===== config.mk =====
export PLATFORM = sky130hd
export DESIGN_NAME = string_image_escaper
export DESIGN_NICKNAME = d
export VERILOG_FILES = /design/src/rtl/sse_pkg.sv /design/src/rtl/sse_encoder.sv /design/src/rtl/sse_serializer.sv /design/src/rtl/string_image_escaper.sv
export SDC_FILE = /design/constraint.sdc
export NUM_CORES = 1
export LEC_CHECK = 0
export BUFFER_PORTS_ARGS = -buffer_cell sky130_fd_sc_hd__buf_2
export CAP_MARGIN = 20
export CORE_ASPECT_RATIO = 0.9
export CORE_MARGIN = 4
export CORE_UTILIZATION = 23
export CTS_CLUSTER_DIAMETER = 150
export DETAILED_ROUTE_END_ITERATION = 16
export MAX_ROUTING_LAYER = met4
export SLEW_MARGIN = 20
export SYNTH_ARGS = -nofsm -noshare
export SYNTH_HDL_FRONTEND = slang
export SYNTH_HIERARCHICAL = 1
export SYNTH_SLANG_ARGS = --single-unit

===== constraint.sdc =====
create_clock -name clk -period 7.2 [get_ports clk]
set_input_delay 0.72 -clock clk [delete_from_list [all_inputs] [get_ports clk]]
set_output_delay 0.72 -clock clk [all_outputs]
set_load 0.02 [all_outputs]

===== src/rtl/sse_pkg.sv =====
// Package for the string image escaper: character codes, register indexes
// and the result bundle passed from the encoder to the serializer.
// No dependencies.
`timescale 1ns / 1ps

package sse_pkg;

    localparam int ResultsMax = 8;
    localparam int CountWidth = 11;
    localparam int LimitWidth = 10;

    localparam logic [CountWidth-1:0] CountMax = 11'd2047;

    localparam logic [7:0] CharQuote     = 8'h22;
    localparam logic [7:0] CharBackslash = 8'h5C;
    localparam logic [7:0] CharDot       = 8'h2E;
    localparam logic [7:0] CharZero      = 8'h30;
    localparam logic [7:0] CharSpace     = 8'h20;
    localparam logic [7:0] CharDel       = 8'h7F;
    localparam logic [7:0] CharLowerB    = 8'h62;
    localparam logic [7:0] CharLowerT    = 8'h74;
    localparam logic [7:0] CharLowerN    = 8'h6E;
    localparam logic [7:0] ByteBackspace = 8'h08;
    localparam logic [7:0] ByteTab       = 8'h09;
    localparam logic [7:0] ByteNewline   = 8'h0A;

    localparam logic RegLongForm  = 1'b0;
    localparam logic RegBodyLimit = 1'b1;

    typedef struct packed {
        logic [ResultsMax-1:0][7:0] chars;
        logic [2:0]                 last_idx;
        logic                       has_chars;
        logic                       image_end;
    } sse_result_t;

    typedef struct packed {
        logic [CountWidth-1:0] body_count;
        logic                  truncated;
    } sse_state_t;

endpackage


===== src/rtl/sse_encoder.sv =====
// Combinational encoder: turns one registered input byte and the string state
// into up to eight image characters and the next string state.
// Depends on sse_pkg.
`timescale 1ns / 1ps

module sse_encoder
(
    input  logic [7:0]                     data_byte,
    input  logic                           first_byte,
    input  logic                           last_byte,
    input  logic                           empty_string,
    input  logic                           long_form,
    input  logic [sse_pkg::LimitWidth-1:0] body_limit,
    input  sse_pkg::sse_state_t            state_cur,
    output sse_pkg::sse_state_t            state_next,
    output sse_pkg::sse_result_t           result
);

    logic [3:0][7:0] body_chars;
    logic [2:0]      body_n;
    logic [2:0][7:0] tail_chars;
    logic [1:0]      tail_n;
    logic [sse_pkg::CountWidth-1:0] base_count;
    logic [sse_pkg::CountWidth:0]   count_sum;
    logic [sse_pkg::CountWidth-1:0] count_sat;
    logic            cut;
    logic [3:0]      total_n;

    always_comb
    begin
        body_chars = '0;
        if (data_byte >= sse_pkg::CharSpace && data_byte < sse_pkg::CharDel)
        begin
            body_chars[0] = data_byte;
            body_n = 3'd1;
        end
        else if (data_byte == sse_pkg::ByteBackspace)
        begin
            body_chars[0] = sse_pkg::CharBackslash;
            body_chars[1] = sse_pkg::CharLowerB;
            body_n = 3'd2;
        end
        else if (data_byte == sse_pkg::ByteTab)
        begin
            body_chars[0] = sse_pkg::CharBackslash;
            body_chars[1] = sse_pkg::CharLowerT;
            body_n = 3'd2;
        end
        else if (data_byte == sse_pkg::ByteNewline)
        begin
            body_chars[0] = sse_pkg::CharBackslash;
            body_chars[1] = sse_pkg::CharLowerN;
            body_n = 3'd2;
        end
        else
        begin
            body_chars[0] = sse_pkg::CharBackslash;
            body_chars[1] = sse_pkg::CharZero + {6'd0, data_byte[7:6]};
            body_chars[2] = sse_pkg::CharZero + {5'd0, data_byte[5:3]};
            body_chars[3] = sse_pkg::CharZero + {5'd0, data_byte[2:0]};
            body_n = 3'd4;
        end
    end

    always_comb
    begin
        base_count = first_byte ? '0 : state_cur.body_count;
        count_sum  = {1'b0, base_count} + {9'd0, body_n};
        count_sat  = count_sum[sse_pkg::CountWidth] ? sse_pkg::CountMax
                                                    : count_sum[sse_pkg::CountWidth-1:0];
        cut = !long_form && (count_sat >= {1'b0, body_limit});

        tail_chars = '0;
        if (cut)
        begin
            tail_chars = {3{sse_pkg::CharDot}};
            tail_n = 2'd3;
        end
        else if (last_byte)
        begin
            tail_chars[0] = sse_pkg::CharQuote;
            tail_n = 2'd1;
        end
        else
        begin
            tail_n = 2'd0;
        end
    end

    always_comb
    begin
        logic [3:0] rel;
        logic [3:0] tail_rel;
        result = '0;
        total_n = {3'd0, first_byte} + {1'b0, body_n} + {2'd0, tail_n};
        for (int k = 0; k < sse_pkg::ResultsMax; k++)
        begin
            rel = 4'(k) - {3'd0, first_byte};
            tail_rel = rel - {1'b0, body_n};
            if (first_byte && k == 0)
            begin
                result.chars[k] = sse_pkg::CharQuote;
            end
            else if (rel < {1'b0, body_n})
            begin
                result.chars[k] = body_chars[rel[1:0]];
            end
            else if (tail_rel < 4'd3)
            begin
                result.chars[k] = tail_chars[tail_rel[1:0]];
            end
        end

        if (empty_string)
        begin
            result.chars        = '0;
            result.chars[0]     = sse_pkg::CharQuote;
            result.chars[1]     = sse_pkg::CharQuote;
            result.last_idx     = 3'd1;
            result.has_chars    = 1'b1;
            result.image_end    = 1'b1;
            state_next          = '0;
        end
        else if (!first_byte && state_cur.truncated)
        begin
            result              = '0;
            state_next          = state_cur;
        end
        else
        begin
            result.last_idx     = 3'(total_n - 4'd1);
            result.has_chars    = 1'b1;
            result.image_end    = cut || last_byte;
            state_next.body_count = count_sat;
            state_next.truncated  = cut;
        end
    end

endmodule


===== src/rtl/sse_serializer.sv =====
// Result buffer that holds the characters of one input item and hands them
// to the output stream one per cycle while m_axis_tready is high. Depends on sse_pkg.
`timescale 1ns / 1ps

module sse_serializer
(
    input  logic                 clk,
    input  logic                 rst_n,
    input  logic                 load,
    input  sse_pkg::sse_result_t load_result,
    output logic                 free,
    output logic                 m_axis_tvalid,
    input  logic                 m_axis_tready,
    output logic [7:0]           m_axis_tdata,   // out_char
    output logic                 m_axis_tlast,   // run_last
    output logic [0:0]           m_axis_tuser    // image_end
);

    logic [sse_pkg::ResultsMax-1:0][7:0] chars_reg;
    logic [2:0] last_idx_reg;
    logic [2:0] idx_reg;
    logic [2:0] idx_next;
    logic       end_reg;
    logic       valid_reg;
    logic       valid_next;
    logic       at_last;

    assign at_last = idx_reg == last_idx_reg;
    assign free    = !valid_reg || (m_axis_tready && at_last);

    always_comb
    begin
        valid_next = valid_reg;
        idx_next   = idx_reg;
        if (valid_reg && m_axis_tready)
        begin
            if (at_last)
            begin
                valid_next = 1'b0;
            end
            else
            begin
                idx_next = idx_reg + 3'd1;
            end
        end
        if (load)
        begin
            valid_next = 1'b1;
            idx_next   = 3'd0;
        end
    end

    always_ff @(posedge clk or negedge rst_n)
    begin
        if (!rst_n)
        begin
            valid_reg <= 1'b0;
            idx_reg   <= 3'd0;
        end
        else
        begin
            valid_reg <= valid_next;
            idx_reg   <= idx_next;
        end
    end

    always_ff @(posedge clk)
    begin
        if (load)
        begin
            chars_reg    <= load_result.chars;
            last_idx_reg <= load_result.last_idx;
            end_reg      <= load_result.image_end;
        end
    end

    assign m_axis_tvalid   = valid_reg;
    assign m_axis_tdata    = chars_reg[idx_reg];
    assign m_axis_tlast    = at_last;
    assign m_axis_tuser[0] = at_last && end_reg;

endmodule


===== src/rtl/string_image_escaper.sv =====
// Top level of the string image escaper: input register, string state,
// configuration registers, encoder and output serializer.
// Depends on sse_pkg, sse_encoder and sse_serializer.
//
// Channel   Direction  Handshake            Payload
// s_axis    in         tvalid/tready        tdata=data_byte, tlast=last_byte,
//                                           tuser={empty_string, first_byte}
// m_axis    out        tvalid/tready        tdata=out_char, tlast=run_last,
//                                           tuser=image_end
// cfg       in         cfg_valid/cfg_ready  cfg_index, cfg_data
//
// An input byte produces up to eight characters, which the serializer drives one per
// transaction; a byte that produces nothing leaves the input register once the
// serializer is free.
// The next byte waits in the input register and is encoded when the serializer finishes
// its last character, so runs flow without gaps.
// Reset clears the string state and sets long_form to 0 and body_limit to 60.
// Configuration writes are always accepted.
`timescale 1ns / 1ps

module string_image_escaper
(
    input  logic        clk,
    input  logic        rst_n,
    input  logic        s_axis_tvalid,
    output logic        s_axis_tready,
    input  logic [7:0]  s_axis_tdata,   // data_byte
    input  logic        s_axis_tlast,   // last_byte
    input  logic [1:0]  s_axis_tuser,   // first_byte, empty_string
    output logic        m_axis_tvalid,
    input  logic        m_axis_tready,
    output logic [7:0]  m_axis_tdata,   // out_char
    output logic        m_axis_tlast,   // run_last
    output logic [0:0]  m_axis_tuser,   // image_end
    input  logic        cfg_valid,
    output logic        cfg_ready,
    input  logic        cfg_index,
    input  logic [9:0]  cfg_data
);

    logic       in_valid_reg;
    logic [7:0] data_byte_reg;
    logic       first_byte_reg;
    logic       last_byte_reg;
    logic       empty_string_reg;
    logic       long_form_reg;
    logic [sse_pkg::LimitWidth-1:0] body_limit_reg;
    sse_pkg::sse_state_t  state_reg;
    sse_pkg::sse_state_t  state_next;
    sse_pkg::sse_result_t enc_result;
    logic       ser_free;
    logic       advance;
    logic       s_accept;

    assign advance       = in_valid_reg && ser_free;
    assign s_axis_tready = !in_valid_reg || advance;
    assign s_accept      = s_axis_tvalid && s_axis_tready;
    assign cfg_ready     = 1'b1;

    always_ff @(posedge clk or negedge rst_n)
    begin
        if (!rst_n)
        begin
            in_valid_reg   <= 1'b0;
            state_reg      <= '0;
            long_form_reg  <= 1'b0;
            body_limit_reg <= 10'd60;
        end
        else
        begin
            if (s_accept)
            begin
                in_valid_reg <= 1'b1;
            end
            else if (advance)
            begin
                in_valid_reg <= 1'b0;
            end
            if (advance)
            begin
                state_reg <= state_next;
            end
            if (cfg_valid)
            begin
                unique case (cfg_index)
                    sse_pkg::RegLongForm:  long_form_reg  <= cfg_data[0];
                    sse_pkg::RegBodyLimit: body_limit_reg <= cfg_data;
                    default: ;
                endcase
            end
        end
    end

    always_ff @(posedge clk)
    begin
        if (s_accept)
        begin
            data_byte_reg    <= s_axis_tdata;
            first_byte_reg   <= s_axis_tuser[0];
            last_byte_reg    <= s_axis_tlast;
            empty_string_reg <= s_axis_tuser[1];
        end
    end

    sse_encoder u_encoder
    (
        .data_byte    (data_byte_reg),
        .first_byte   (first_byte_reg),
        .last_byte    (last_byte_reg),
        .empty_string (empty_string_reg),
        .long_form    (long_form_reg),
        .body_limit   (body_limit_reg),
        .state_cur    (state_reg),
        .state_next   (state_next),
        .result       (enc_result)
    );

    sse_serializer u_serializer
    (
        .clk           (clk),
        .rst_n         (rst_n),
        .load          (advance && enc_result.has_chars),
        .load_result   (enc_result),
        .free          (ser_free),
        .m_axis_tvalid (m_axis_tvalid),
        .m_axis_tready (m_axis_tready),
        .m_axis_tdata  (m_axis_tdata),
        .m_axis_tlast  (m_axis_tlast),
        .m_axis_tuser  (m_axis_tuser)
    );

    a_end_is_run_last: assert property (@(posedge clk) disable iff (!rst_n)
        m_axis_tvalid && m_axis_tuser[0] |-> m_axis_tlast)
        else $error("image end flagged on a character that does not end its run");

    a_stall_holds_input: assert property (@(posedge clk) disable iff (!rst_n)
        m_axis_tvalid && !m_axis_tready && in_valid_reg |=> in_valid_reg)
        else $error("input item left its register while the output was stalled");

    a_trunc_from_advance: assert property (@(posedge clk) disable iff (!rst_n)
        $rose(state_reg.truncated) |-> $past(advance))
        else $error("truncation flag set without an encoded item");

endmodule


Yosys cells after proc, flatten, opt, wreduce, memory -nomap -nowiden --
Index checks and enable logic that the tools add are counted. Widths: inputs -> output; s select.
Storage, ports and cells: memories 0, bits of input ports 27, memory bits (read-only) 0, RAM bits 0, flip-flop bits (word level) 107, output and inout port bits 13, latch bits 0, logic and storage cells 200
Operators by class: div/mod/pow operators 0, reductions and logical operators 26, multiplexer cells 83, eq/ne operators 6, add/sub/neg operators 24, multipliers 0, bitwise operators 1, shift operators 0, $lt $le $gt $ge 36
Operators by type and width (number):
- $mux 8 | 36
- $bmux 8 s2 | 16
- $mux 16 | 6
- $lt 2x3->1 const B | 16
- $lt 4x2->1 const B | 8
- $lt 4x3->1 | 8
- $sub 4x3->4 | 8
- $mux 14 | 2
- $bmux 8 s3 | 1
- $eq 8x4->1 const B | 3
- $mux 12 | 2
- $mux 24 | 1
- $mux 3 | 8
- $mux 11 | 2
- $sub 3x1->4 const A | 4
- $add 6x3->7 const A | 2
- $add 11x3->12 | 1
- $ge 11x10->1 | 1
- $reduce_and 2->1 | 5
- $logic_and 1x1->1 | 9
- $ge 8x6->1 const B | 1
- $lt 8x7->1 const B | 1
- $add 6x2->7 const A | 1
- $mux 1 | 6
- other kinds (18) | 28

Depth between registers and ports, before layout --
Gate-level depths: netlist of the first run.
depth after elaboration 17, mapped depth 27

Cells and area by module --
Netlist of the first run, hierarchy kept.
Modules (own cells, without submodules):
- sse_serializer | cells each 131, area each 2842.7 um^2, instances 1
- sse_encoder | cells each 398, area each 2576.2 um^2, instances 1
- string_image_escaper | cells each 68, area each 1301.2 um^2, instances 1

Least setup slack after synthesis of the first run --
Ideal clock, no wire load.
path type register -> register, from register data_byte_reg[2], to register u_serializer.last_idx_reg[2], data pin, arrival time 5.300 ns, path buffers 1, path slack 1.632 ns, cell stages (with the launch flop) 25, cells stage by stage edfxtp_1 > nor4b_2 > nand2_2 > nand2_1 > inv_1 > ha_1 > a21oi_1 > o41a_1 > a21bo_1 > buf_2 > o21ai_0 > ha_1 > a2111oi_0 > o21ai_0 > a21oi_1 > a2bb2oi_1 > a31oi_4 > nor2_1 > ha_1 > inv_1 > ha_1 > fa_1 > xnor2_1 > xnor2_1 > nor2_1
On the way: longest elaborated chain between the ends 12, elaborated cells on any way between the ends 18, classes of those cells add/sub: 4; order compare: 3; eq/ne: 3; mux: 6; reduce/logical: 2
Ends and longest elaborated chain:
- start, declared | RTL line string_image_escaper.sv:42 | logic [7:0] data_byte_reg;
- start signal, assigned | RTL line string_image_escaper.sv:98 | data_byte_reg <= s_axis_tdata;
- $eq 8x4->1 | RTL line sse_encoder.sv:49 | else if (data_byte == sse_pkg::ByteNewline)
- $mux 3 | RTL line sse_encoder.sv:49
- $mux 3 | RTL line sse_encoder.sv:43 | else if (data_byte == sse_pkg::ByteTab)
- $mux 3 | RTL line sse_encoder.sv:37 | else if (data_byte == sse_pkg::ByteBackspace)
- $mux 3 (*) | RTL line sse_encoder.sv:32 | if (data_byte >= sse_pkg::CharSpace && data_byte < sse_pkg::CharDel)
- $add 11x3->12 | RTL line sse_encoder.sv:68 | count_sum = {1'b0, base_count} + {9'd0, body_n};
- $mux 11 | RTL line sse_encoder.sv:69 | count_sat = count_sum[sse_pkg::CountWidth] ? sse_pkg::CountMax
- $ge 11x10->1 | RTL line sse_encoder.sv:71 | cut = !long_form && (count_sat >= {1'b0, body_limit});
- $logic_and 1x1->1 | RTL line sse_encoder.sv:71
- $mux 2 | RTL line sse_encoder.sv:74 | if (cut)
- $add 3x2->3 (*) | RTL line sse_encoder.sv:95 | total_n = {3'd0, first_byte} + {1'b0, body_n} + {2'd0, tail_n};
- $sub 3x1->3 (*) | RTL line sse_encoder.sv:131 | result.last_idx = 3'(total_n - 4'd1);
- end signal, assigned | RTL line sse_serializer.sv:72 | last_idx_reg <= load_result.last_idx;
- end, declared | RTL line sse_serializer.sv:20 | logic [2:0] last_idx_reg;
Mark *: on every way between the ends. The rest lies on a longest branch, timed or not. A chain may end at the register's enable or synchronous reset.

Final worst setup path of the first run --
Ends and elaborated chain as after synthesis.

==> results of run 1 <==
## metal layers
metal  vias up  wire, um
met5         -         0
met3        18       826
li1       2274         -
met4         0       233
met2       128      6960
met1      2285      7930
## cells by family after synthesis
family | Yosys count | share of synthesized area
and+or+nand+nor | 179 | 0.134
AOI/OAI and AO/OA | 138 | 0.143
DFF | 107 | 0.458
buffers and inverters | 67 | 0.0503
muxes | 49 | 0.114
adders and majority gates | 39 | 0.0793
xor gates and xnor gates | 16 | 0.0209
other | 2 | 0.00112
## layout make-up
| type | instances | area (um2) | share of cell area |
|---|---|---|---|
| multi-input combinational | 432 | 3340 | 0.441 |
| sequential | 107 | 3080 | 0.406 |
| inverter | 31 | 116 | 0.0154 |
| timing repair buffer | 44 | 235 | 0.0311 |
| clock buffer | 9 | 225 | 0.0297 |
| tap | 396 | 495 | 0.0654 |
| clock inverter | 7 | 86.3 | 0.0114 |
## where the power goes
part           internal [mW]  leakage, nW  switching [mW]  total [mW]
logic                  0.435         1.61           0.643        1.08
registers              0.914         1.10           0.119        1.03
clock network          0.251        0.151           0.253       0.504
## metrics by stage
step                      std cells  worst slack (ns)  cell area (um2)  hold slack, ns  utilization
after global placement         1010              1.05             7260           0.488        0.252
after floorplan                 606              1.63             6750           0.424            -
after global routing           1026             0.184             7570           0.411        0.262
final                          1026             0.721             7570           0.372        0.262
after CTS                      1026             0.838             7570           0.385        0.262
after detailed placement       1010             0.872             7260           0.495        0.252
## synth_stat cells, types with 5 or more instances
cell type	number
nand2_1	53
clkbuf_1	11
mux2_2	21
edfxtp_1	79
xnor2_1	9
nor3_1	12
and2_1	8
a21o_1	6
and3_1	5
mux2_4	10
dfrtp_1	24
nand3_1	11
a21oi_1	24
o22ai_1	6
buf_4	14
xor2_1	7
nor2_1	46
a211o_1	6
a22o_1	9
o21ai_0	29
ha_1	33
o211ai_1	5
fa_1	6
nand4_1	6
inv_1	28
a31oi_1	11
nor2b_1	7
mux4_2	16
## final timing paths
kind	startpoint	depth (start not counted)	slack, ns	endpoint
worst max-delay path	data_byte_reg[2]	23	0.72	u_serializer/last_idx_reg[2]
worst min-delay path	rst_n	1	0.37	state_reg[1]
worst max register to register	data_byte_reg[2]	23	0.72	u_serializer/last_idx_reg[2]
worst min register to register	body_limit_reg[8]	1	0.51	body_limit_reg[8]
max in group asynchronous	rst_n	1	6.40	u_serializer/idx_reg[2]
min in group clk	body_limit_reg[8]	1	0.51	body_limit_reg[8]
## cells in the final DEF, fill, tap and decap left out, drive strengths merged, types with 12 or more instances in the layout
master  synthesis  final
a21oi          26     26
a31oi          12     12
buf            25     44
dfrtp          24     24
edfxtp         79     79
ha             33     33
inv            31     35
mux2           31     31
mux4           16     16
nand2          56     56
nor2           46     46
nor3           12     12
o21ai          31     31
==> flow_results.org, run 1 <==
** Synthesis
- Among all flip-flop cells after synthesis, the most frequent one is edfxtp_1.
- Number of enable-type register cells in the synthesized netlist :: slightly below 80
- Synthesis produced between 500 and 600 cells.
- For this run, the number of Yosys warnings is 6.
- In this run the mean area of a mapped cell was 11.3 um2.
- Of the synthesized area, sequential elements account for 0.458.
- Library cell occupying the most area in the post-synthesis netlist :: edfxtp_1
- Cell Area, Synth :: 6720 um2
- Of the post-synthesis cell area, the dominant cell type holds 0.353.
- After synthesis the netlist holds a flip-flop and latch count of 107.
- Unique cell type count in the Yosys netlist :: 77
- After synthesis, the share of flip-flops with an asynchronous set or reset is 0.262.
- Synth area leaders :: edfxtp_1 35%, dfrtp_1 8.9%, ha_1 6.1%, mux4_2 5.4%, mux2_2 3.5%

** Floorplan
- Starting density of the core :: 0.233
- The initialized floorplan defines 59 standard-cell rows.
- Top-Level Pins :: 40
- The region available for standard cell placement spans around 29000 um2.
- Die extent in x :: 188 um
- The die is ~170 um tall.
- Die ar. :: 32000 um2

** Global routing
- Wire length of the first global-routing pass :: ~25000 um
- Fraction of met1 tracks used by global routing :: 0.148
- Layer with the highest usage :: met1
- Number of global-route vias before repair :: roughly 4500
- In the global route stage, overall resource usage came out at 0.103.
- Maximum number of pins on one net before global-route repair :: 75
- Global Route met2 Usage :: 0.148
- In the global route stage, met3 resource usage came out at 0.0211.
- The number of antenna violations at the first check in global routing was 0.
- Overflow after GRT :: 0

** Detailed routing
- Post-detailed-route wirelength per cell :: 15.6 um
- After detailed routing, the number of remaining DRC violations is 0.
- The first detailed-routing pass took 6 iterations.
- The detailed router finished its first iteration with roughly 570 violations.
- Using the TritonRoute via totals, the vias-per-cell ratio works out to 4.59.
- Detailed Route WL :: between 15000 and 20000 um
- Final antenna-violating net count :: 0
- The final route contains 4705 vias.

** Clock network
- TritonCTS clock tree :: yes
- Number of gates given a new drive strength after cts :: 0
- After clock tree synthesis, the clock-pin slew on the worst setup and hold paths is approximately 0.08 ns.
- Number of buffers inserted by post-CTS setup repair :: 0
- Clock insertion delay at the later pin of the skew report :: 0.37 ns
- Hold buffer count at cts :: 0
- CTS max path bufs :: 2
- Number of levels in the clock H-tree :: 3
- Clock Root Buffer :: clkbuf_16
- The tree built by TritonCTS fans out to ~110 sinks.
- Counting the buffers created by CTS gives 9.

** Critical path
- Data on the critical path is required at its endpoint by between 7 and 8 ns.
- By instance count, the cell type seen most on the critical path is ha_1.
- Largest stage delay, worst path :: 0.50 ns
- The kind of cell with the highest combined delay along the critical path is compound AO/OA/AOI/OAI gates.
- STA classifies the critical path startpoint as a register.
- The number of buffers and inverters on the critical path is 4.
- STA classifies the critical path endpoint as a register.
- At the worst endpoint, the arrival time is 6.59 ns.
- Worst setup path category :: register to register
- Along the worst path, the maximum fanout reaches 14.
- Cell with the biggest individual delay on the critical path :: edfxtp_1
- The signal on the critical path passes through nor4b_2 -> nand2_2 -> nand2_1 -> buf_4 -> inv_1 -> ha_1 -> a21oi_1 -> o41a_1 -> a21bo_1 -> o21ai_0 -> ha_1 -> a2111oi_0 -> o21ai_0 -> a21oi_1 -> a2bb2oi_1 -> a31oi_4 -> inv_2 -> ha_1 -> inv_1 -> fa_1 -> xnor2_1 -> xnor2_1 -> nor2_1.

** Worst hold path
- Hold Crit Class :: input port to asynchronous set/reset pin

** Timing
- Setup TNS :: 0 ns
- For the pin with the worst max-slew slack, the measured transition is between 0.9 and 1 ns.
- Final slew viol count :: 0
- Setup repair after global routing left no endpoint under its margin.
- Slew Limit Headroom :: 0.396
- Number of endpoints with negative hold slack in the final report :: 0
- The clock arrives with 0.0132 ns of skew.
- Setup violations remaining at the end of the flow were counted as 0.
- Post-route clock period utilization :: 0.900
- Upper clock frequency limit :: ~0.15 GHz
- Final Critical Period :: about 6.5 ns

** Placed design
- Buffers placed on the I/O ports in this run total 38.
- Routability-driven placement finished with a final weighted congestion of between 0.8 and 0.9.
- Detailed placer's ending HPWL :: 11900 um

** Layout
- Number of flip-flops under the largest register name :: 64
- The repair_antennas step left the layout with diodes totalling 0.
- In the final layout, the share of cells above drive strength 1 is 0.202.
- After filler insertion, the fill cell instance count of the layout stands at between 3000 and 4000.
- At the end of the flow, the number of nets in the layout was about 690.
- Layout overhead on the synthesized area :: 12.7%

** Power
- Worst supply voltage drop on vdd :: ~0.00015 V
- Total power divided by cell area :: about 350 nW/um2
- Overall Power :: between 2 and 3 mW
- The analysis attributes to cell leakage a power of between 2 and 3 nW.

** Run status
- The flow ran to the end, and the final reports show no timing, DRC or antenna violations.

** Run
- Maximum capacitance violations :: 0
No activity file was read; power rests on OpenSTA's default activity.
==> run 2: changes to the inputs <==
--- a/config.mk
+++ b/config.mk
@@ -13,6 +13,7 @@
 export CTS_CLUSTER_DIAMETER = 150
 export DETAILED_ROUTE_END_ITERATION = 16
 export MAX_ROUTING_LAYER = met4
+export REMOVE_ABC_BUFFERS = 1
 export SLEW_MARGIN = 20
 export SYNTH_ARGS = -nofsm -noshare
 export SYNTH_HDL_FRONTEND = slang
==> flow_results.org, run 2 (same netlist as run 1, synthesis figures left out) <==
** Power
- The total power density per cell area is 343 nW/um2 (was 345 nW/um2).
- LEAKAGE :: 2.85 nW (was 2.86 nW)
- Worst supply voltage drop on vdd :: 0.000118 V (was 0.000153 V)

** Floorplan
- The number of placement rows was 59 (unchanged).
- Die extent in y :: 170 um (unchanged)
- Top-Level Pins :: 40 (unchanged)
- The die extent in x was 188 um (unchanged).
- The initial core utilization was 0.233 (unchanged).
- The floorplan core area was 28900 um2 (unchanged).
- Die ar. :: 32000 um2 (unchanged)

** Timing
- Final critical-path setup slack :: 0.921 ns (was 0.721 ns)
- The time the worst path needs with I/O delays and setup was 6.28 ns (was 6.48 ns).
- Setup repair after global routing missed its margin: no (unchanged).
- The top achievable clock speed came to 0.159 GHz (was 0.154 GHz).
- The total setup violations reported at the end of the flow is 0 (unchanged).
- The share of the clock period used by the worst path after layout was 0.872 (was 0.900).
- The worst slew slack as a fraction of its limit came to 0.391 (was 0.396).
- The count of final max-slew check failures came to 0 (unchanged).
- The hold slack was 0.379 ns (was 0.372 ns).
- Setup TNS :: 0 ns (unchanged)
- The transition time at the pin with the least slew margin was 0.913 ns (was 0.906 ns).
- Setup skew after layout :: 0.0137 ns (was 0.0132 ns)
- The final hold violation count came to 0 (unchanged).

** Placed design
- Detailed placer's ending HPWL :: 12200 um (was 11900 um)
- The area after detailed placement is 7270 um2 (was 7260 um2).
- Number of I/O port buffers :: 38 (unchanged)
- The weighted congestion at the end of routability-driven global placement was 0.919 (was 0.885).
- Worst setup timing slack at the placement stage :: 0.990 ns (was 0.872 ns)

** Critical path
- Worst Path Max Fanout :: 14 (unchanged)
- Worst EP required :: 7.29 ns (was 7.31 ns)
- Largest stage delay, worst path :: 0.51 ns (was 0.50 ns)
- Nature of the critical path endpoint :: register (unchanged)
- The most common cell type on the critical path is ha_1 (unchanged).
- The arrival time of the worst setup path was 6.37 ns (was 6.59 ns).
- Startpoint Class :: register (unchanged)
- The startpoint-to-endpoint class of the critical path was register to register (unchanged).
- Ordered list of cells on the worst path: nor4b_2 -> nand2_2 -> nand2_1 -> buf_4 -> inv_1 -> ha_1 -> a21oi_1 -> o41a_1 -> a21bo_1 -> o21ai_0 -> ha_1 -> a2111oi_0 -> o21ai_0 -> a21oi_1 -> a2bb2oi_1 -> a31oi_4 -> inv_2 -> ha_1 -> inv_1 -> fa_1 -> xnor2_1 -> xnor2_1 -> nor2_1 (unchanged).
- Cell with the biggest individual delay on the critical path :: nor4b_2 (was edfxtp_1)

** Worst hold path
- Hold Crit Class :: input port to asynchronous set/reset pin (unchanged)

** Layout
- Number of antenna diodes :: 0 (unchanged)
- The register cell area after layout is 3080 um2 (unchanged).
- The total number of nets in the final design came to 692 (was 691).
- Fill count :: 3049 (was 3023)
- Most used cells in the layout excluding fill and tap cells: 79 x edfxtp_1, 53 x nand2_1, 46 x nor2_1 (unchanged).
- Layout Cell Area excl Fill :: 7560 um2 (was 7570 um2)
- Layout overhead on the synthesized area :: 12.5% (was 12.7%)
- Number of flip-flops under the largest register name :: 64 (unchanged)
- Most frequent standard cell in the layout excluding fill and tap cells :: edfxtp_1 (unchanged)
- The layout cell share with drive strength beyond 1 is 0.201 (was 0.202).
- The area of the multi-input gates was 3340 um2 (unchanged).

** Clock network
- The total number of H-tree levels is 3 (unchanged).
- CTS max path bufs :: 2 (unchanged)
- The clock slew at the register clock pins of the worst setup and hold paths came to 0.08 ns (about the same).
- Clock insertion delay at the later pin of the skew report :: 0.36 ns (was 0.37 ns)
- Clock Root Buffer :: clkbuf_16 (unchanged)
- The number of clock sinks seen by CTS came to 107 (unchanged).
- The TritonCTS clock tree is yes (unchanged).
- Num CTS Buffers :: 9 (unchanged)
- The number of setup buffers added after CTS was 0 (unchanged).
- The post-cts resize count was 0 (unchanged).
- Hold buffer count at cts :: 0 (unchanged)

** Detailed routing
- Number of design-rule violations left by the first detailed-router iteration :: 396 (was 566)
- The via-per-instance ratio came to 4.68 (was 4.59).
- The final routed wirelength across all metal layers is 16200 um (was 16000 um).
- Via count :: 4809 (was 4705)
- The number of nets still failing antenna checks after routing came to 0 (unchanged).
- Pre-Repair DR Iteration Count :: 5 (was 6)
- Post-route DRC violation count :: 0 (unchanged)
- Post-detailed-route wirelength per cell :: 15.8 um (was 15.6 um)

** Run status
- Result of the run :: finished, final reports clean (unchanged)

** Global routing
- The maximum number of pins on one net before global-route repair came to 75 (unchanged).
- Initial antenna violation count :: 0 (unchanged)
- The wire length of the first global-routing pass came to 25700 um (was 25400 um).
- The aggregate global-route resource usage is 0.103 (about the same).
- Overflow after GRT :: 0 (unchanged)
- Number of global-route vias before repair :: 4588 (was 4523)

** Run
- Maximum capacitance violations :: 0 (unchanged)
[run 2: cell count changes in the layout (fill, tap and decap cells not counted), sizes merged]
| cell | before | now |
|---|---|---|
| clkbuf | 9 | 10 |
| inv | 35 | 33 |
| clkinvlp | 0 | 2 |
| buf | 44 | 45 |
| clkinv | 3 | 2 |
[run 2: final timing paths]
kind / startpoint / to / slack, ns / cells after the start
max: data_byte_reg[2] / u_serializer/last_idx_reg[2] / 0.92 / 23
min reg2reg: body_limit_reg[8] / body_limit_reg[8] / 0.51 / 1
min in group clk: body_limit_reg[8] / body_limit_reg[8] / 0.51 / 1
max reg2reg: data_byte_reg[2] / u_serializer/last_idx_reg[2] / 0.92 / 23
max in group asynchronous: rst_n / u_serializer/idx_reg[2] / 6.38 / 1
min: rst_n / body_limit_reg[7] / 0.38 / 1
[run 2: worst max-delay path, delay by kind of cell (launching register included)]
family / cells / cell delay, ns
AND/OR/NAND/NOR: 4 / 1.01
XOR/XNOR: 2 / 0.32
AO/OA/AOI/OAI: 9 / 2.11
adder cells (fa/ha/maj): 4 / 1.33
buffers and inverters: 4 / 0.74
flip-flops: 1 / 0.49
[run 2: area by class of cell]
class,instances,share of cell area
Clock buffer,10,0.0303
Inverter,31,0.0154
Multi-Input combinational cell,432,0.442
Tap cell,396,0.0655
Sequential cell,107,0.407
Clock inverter,6,0.00794
Timing Repair Buffer,45,0.0321
[run 2: layer usage]
layer  global-route usage  part of all wire  wire length, um  vias up
li1                     -                 -                -     2271
met1                0.146              0.49             7900     2346
met2                0.151              0.43             7020      171
met3               0.0213             0.064             1040       21
met4               0.0268             0.016              257        0
met5                    -                 0                0        -
[run 2: per-stage QoR]
stage | instances | total power, mW | util
CTS | 1027 | 2.61 | 0.262
detailed placement | 1011 | 2.13 | 0.252
global route | 1027 | 2.77 | 0.262
floorplan | 570 | 1.79 | -
global placement | 1011 | 2.12 | 0.252
finish | 1027 | 2.59 | 0.262
[run 2: power by group]
| part | switching (mW) | internal [mW] |
|---|---|---|
| Combinational | 0.640 | 0.437 |
| Clock | 0.232 | 0.242 |
| Sequential | 0.125 | 0.915 |
| Total | 0.996 | 1.59 |
==> run 3: changes to the inputs <==
--- a/config.mk
+++ b/config.mk
@@ -5,13 +5,13 @@
 export SDC_FILE = /design/constraint.sdc
 export NUM_CORES = 1
 export LEC_CHECK = 0
-export BUFFER_PORTS_ARGS = -buffer_cell sky130_fd_sc_hd__buf_2
 export CAP_MARGIN = 20
 export CORE_ASPECT_RATIO = 0.9
 export CORE_MARGIN = 4
 export CORE_UTILIZATION = 23
 export CTS_CLUSTER_DIAMETER = 150
 export DETAILED_ROUTE_END_ITERATION = 16
+export DONT_BUFFER_PORTS = 1
 export MAX_ROUTING_LAYER = met4
 export REMOVE_ABC_BUFFERS = 1
 export SLEW_MARGIN = 20
==> flow_results.org, run 3 (same netlist as run 1, synthesis figures left out) <==
** Power
- The total power was 2.58 mW (was 2.59 mW).
- Total power divided by cell area :: 349 nW/um2 (was 343 nW/um2)
- Worst supply voltage drop on vdd :: 0.000132 V (was 0.000118 V)
- LEAKAGE :: 2.71 nW (was 2.85 nW)

** Clock network
- The clock latency at the later pin of the worst-skew pair is 0.36 ns (about the same).
- Number of levels in the clock H-tree :: 3 (unchanged)
- Number of buffers inserted by post-CTS setup repair :: 0 (unchanged)
- Hold buffer count at cts :: 0 (unchanged)
- The number of CTS-inserted buffers came to 9 (unchanged).
- # clock sinks :: 107 (unchanged)
- The clock slew at the register clock pins of the worst setup and hold paths was 0.08 ns (about the same).
- The number of buffers on the longest clock path came to 2 (unchanged).
- The post-cts resize count came to 0 (unchanged).
- The TritonCTS clock tree is yes (unchanged).
- Clock Root Buffer :: clkbuf_16 (unchanged)

** Critical path
- The maximum net fanout on the critical path is 14 (unchanged).
- Data arrival time of the critical path :: 6.28 ns (was 6.37 ns)
- Worst R2R Setup Slack :: 1.01 ns (was 0.92 ns)
- The kind of end point of the critical path was a register (unchanged).
- The master of the slowest instance on the critical path is edfxtp_1 (was nor4b_2).
- Ordered list of cells on the worst path :: nor4b_2 -> nand2_2 -> nand2_1 -> buf_4 -> inv_1 -> ha_1 -> a21oi_1 -> o41a_1 -> a21bo_1 -> o21ai_0 -> ha_1 -> a2111oi_0 -> o21ai_0 -> a21oi_1 -> a2bb2oi_1 -> a31oi_4 -> inv_2 -> ha_1 -> inv_1 -> fa_1 -> xnor2_1 -> xnor2_1 -> nor2_1 (unchanged)
- The startpoint-to-endpoint class of the critical path is register to register (unchanged).
- The most common cell type on the critical path was ha_1 (unchanged).
- The worst path required time is 7.30 ns (was 7.29 ns).
- Startpoint Class :: register (unchanged)
- Largest stage delay, worst path :: 0.52 ns (was 0.51 ns)

** Detailed routing
- The post-route DRC violation count was 0 (unchanged).
- Post-detailed-route wirelength per cell :: 16.1 um (was 15.8 um)
- Number of design-rule violations left by the first detailed-router iteration :: 479 (was 396)
- The number of detailed-routing iterations run before antenna repair was 5 (unchanged).
- The routed via count came to 4675 (was 4809).
- Final antenna-violating net count :: 0 (unchanged)
- Via/cell ratio :: 4.72 (was 4.68)
- The final routed wirelength across all metal layers came to 16000 um (was 16200 um).

** Floorplan
- Floorplan Core Area :: 28900 um2 (unchanged)
- The I/O pin count was 40 (unchanged).
- Standard-cell rows :: 59 (unchanged)
- The die area came to 32000 um2 (unchanged).
- Die extent in y :: 170 um (unchanged)
- The die extent in x was 188 um (unchanged).
- Starting density of the core :: 0.233 (unchanged)

** Timing
- The total setup violations reported at the end of the flow is 0 (unchanged).
- Slew Limit Headroom :: 0.403 (was 0.391)
- Setup skew after layout :: 0.0105 ns (was 0.0137 ns)
- The top achievable clock speed came to 0.162 GHz (was 0.159 GHz).
- Setup TNS :: 0 ns (unchanged)
- Final slew viol count :: 0 (unchanged)
- Setup repair after global routing missed its margin: no (unchanged).
- The share of the clock period used by the worst path after layout was 0.859 (was 0.872).
- Final Critical Period :: 6.19 ns (was 6.28 ns)
- Number of endpoints with negative hold slack in the final report :: 0 (unchanged)
- Measured slew at the worst slew-check pin :: 0.896 ns (was 0.913 ns)

** Run status
- Result of the run :: finished, final reports clean (unchanged)

** Run
- The max-capacitance violation count is 0 (unchanged).

** Global routing
- The aggregate global-route resource usage is 0.103 (about the same).
- The maximum number of pins on one net before global-route repair is 75 (unchanged).
- The final global-route overflow total was 0 (unchanged).
- The wire length of the first global-routing pass is 25300 um (was 25700 um).
- Number of global-route vias before repair :: 4468 (was 4588)
- The number of antenna violations at the first check in global routing is 2 (was 0).

** Placed design
- Detailed placer's ending HPWL :: 11900 um (was 12200 um)
- The weighted congestion at the end of routability-driven global placement was 0.921 (was 0.919).
- Number of I/O port buffers :: 0 (was 38)

** Layout
- Layout Nets :: 654 (was 692)
- The most common cell after layout, fill and taps aside is edfxtp_1 (unchanged).
- Most used cells in the layout excluding fill and tap cells :: 79 x edfxtp_1, 53 x nand2_1, 46 x nor2_1 (unchanged)
- Layout overhead on the synthesized area :: 10.1% (was 12.5%)
- The flip-flop count of the largest register after layout came to 64 (unchanged).
- The layout cell share with drive strength beyond 1 came to 0.150 (was 0.201).
- The share of the core filled with cells is 0.256 (was 0.262).

** Worst hold path
- Hold Crit Class :: input port to asynchronous set/reset pin (unchanged)
[run 3: changes by cell type in the layout (fill, tap and decap cells not counted), sizes merged]
cell      delta
bufinv       +1
diode        +2
buf         -38
clkinvlp     -1
[run 3: path summary, 6_finish.rpt]
check | start | to | depth (start not counted)
max | data_byte_reg[5] | u_serializer/last_idx_reg[2] | 23
min reg2reg | body_limit_reg[7] | body_limit_reg[7] | 1
min in group clk | s_axis_tuser[1] | empty_string_reg | 0
min | rst_n | body_limit_reg[9] | 0
max reg2reg | data_byte_reg[5] | u_serializer/last_idx_reg[2] | 23
max in group asynchronous | rst_n | body_limit_reg[3] | 0
[run 3: metal layers]
| metal | routed length [um] | track usage | vias to the layer above |
|---|---|---|---|
| met5 | 0 | - | - |
| met2 | 6950 | 0.148 | 190 |
| met3 | 1170 | 0.0240 | 15 |
| li1 | - | - | 2198 |
| met1 | 7650 | 0.146 | 2272 |
| met4 | 209 | 0.0262 | 0 |
[run 3: power breakdown]
part           internal, mW  leakage [nW]  switching [mW]
clock                 0.278         0.149           0.237
sequential            0.914          1.10           0.131
combinational         0.402          1.46           0.617
[run 3: metrics by stage]
stage / setup WS (ns) / cells / area [um2] / hold slack [ns]
2_1_floorplan: 1.59 / 570 / 6530 / 0.424
3_3_place_gp: 1.25 / 973 / 7080 / 0.425
3_5_place_dp: 1.05 / 973 / 7080 / 0.425
4_1_cts: 1.03 / 989 / 7390 / 0.0333
5_1_grt: 0.433 / 991 / 7400 / 0.0295
6_report: 1.01 / 991 / 7400 / 0.0423
[run 3: cell type report]
class	count	area, um2
well taps	396	495
multi-input cells	432	3340
clock buffers	10	229
clock inverters	6	85.1
flip-flops and latches	107	3080
diodes	2	5.00
fillers	3047	21500
repair buffers	7	52.6
inverters	31	116
[run 3: critical path, delay by kind of cell (launching register included)]
family          cells  cell delay, ns
compound gates      9            2.07
buf+inv             4            0.75
flops               1            0.52
simple gates        4            0.92
xor+xnor            2            0.33
fa+ha+maj           4            1.32
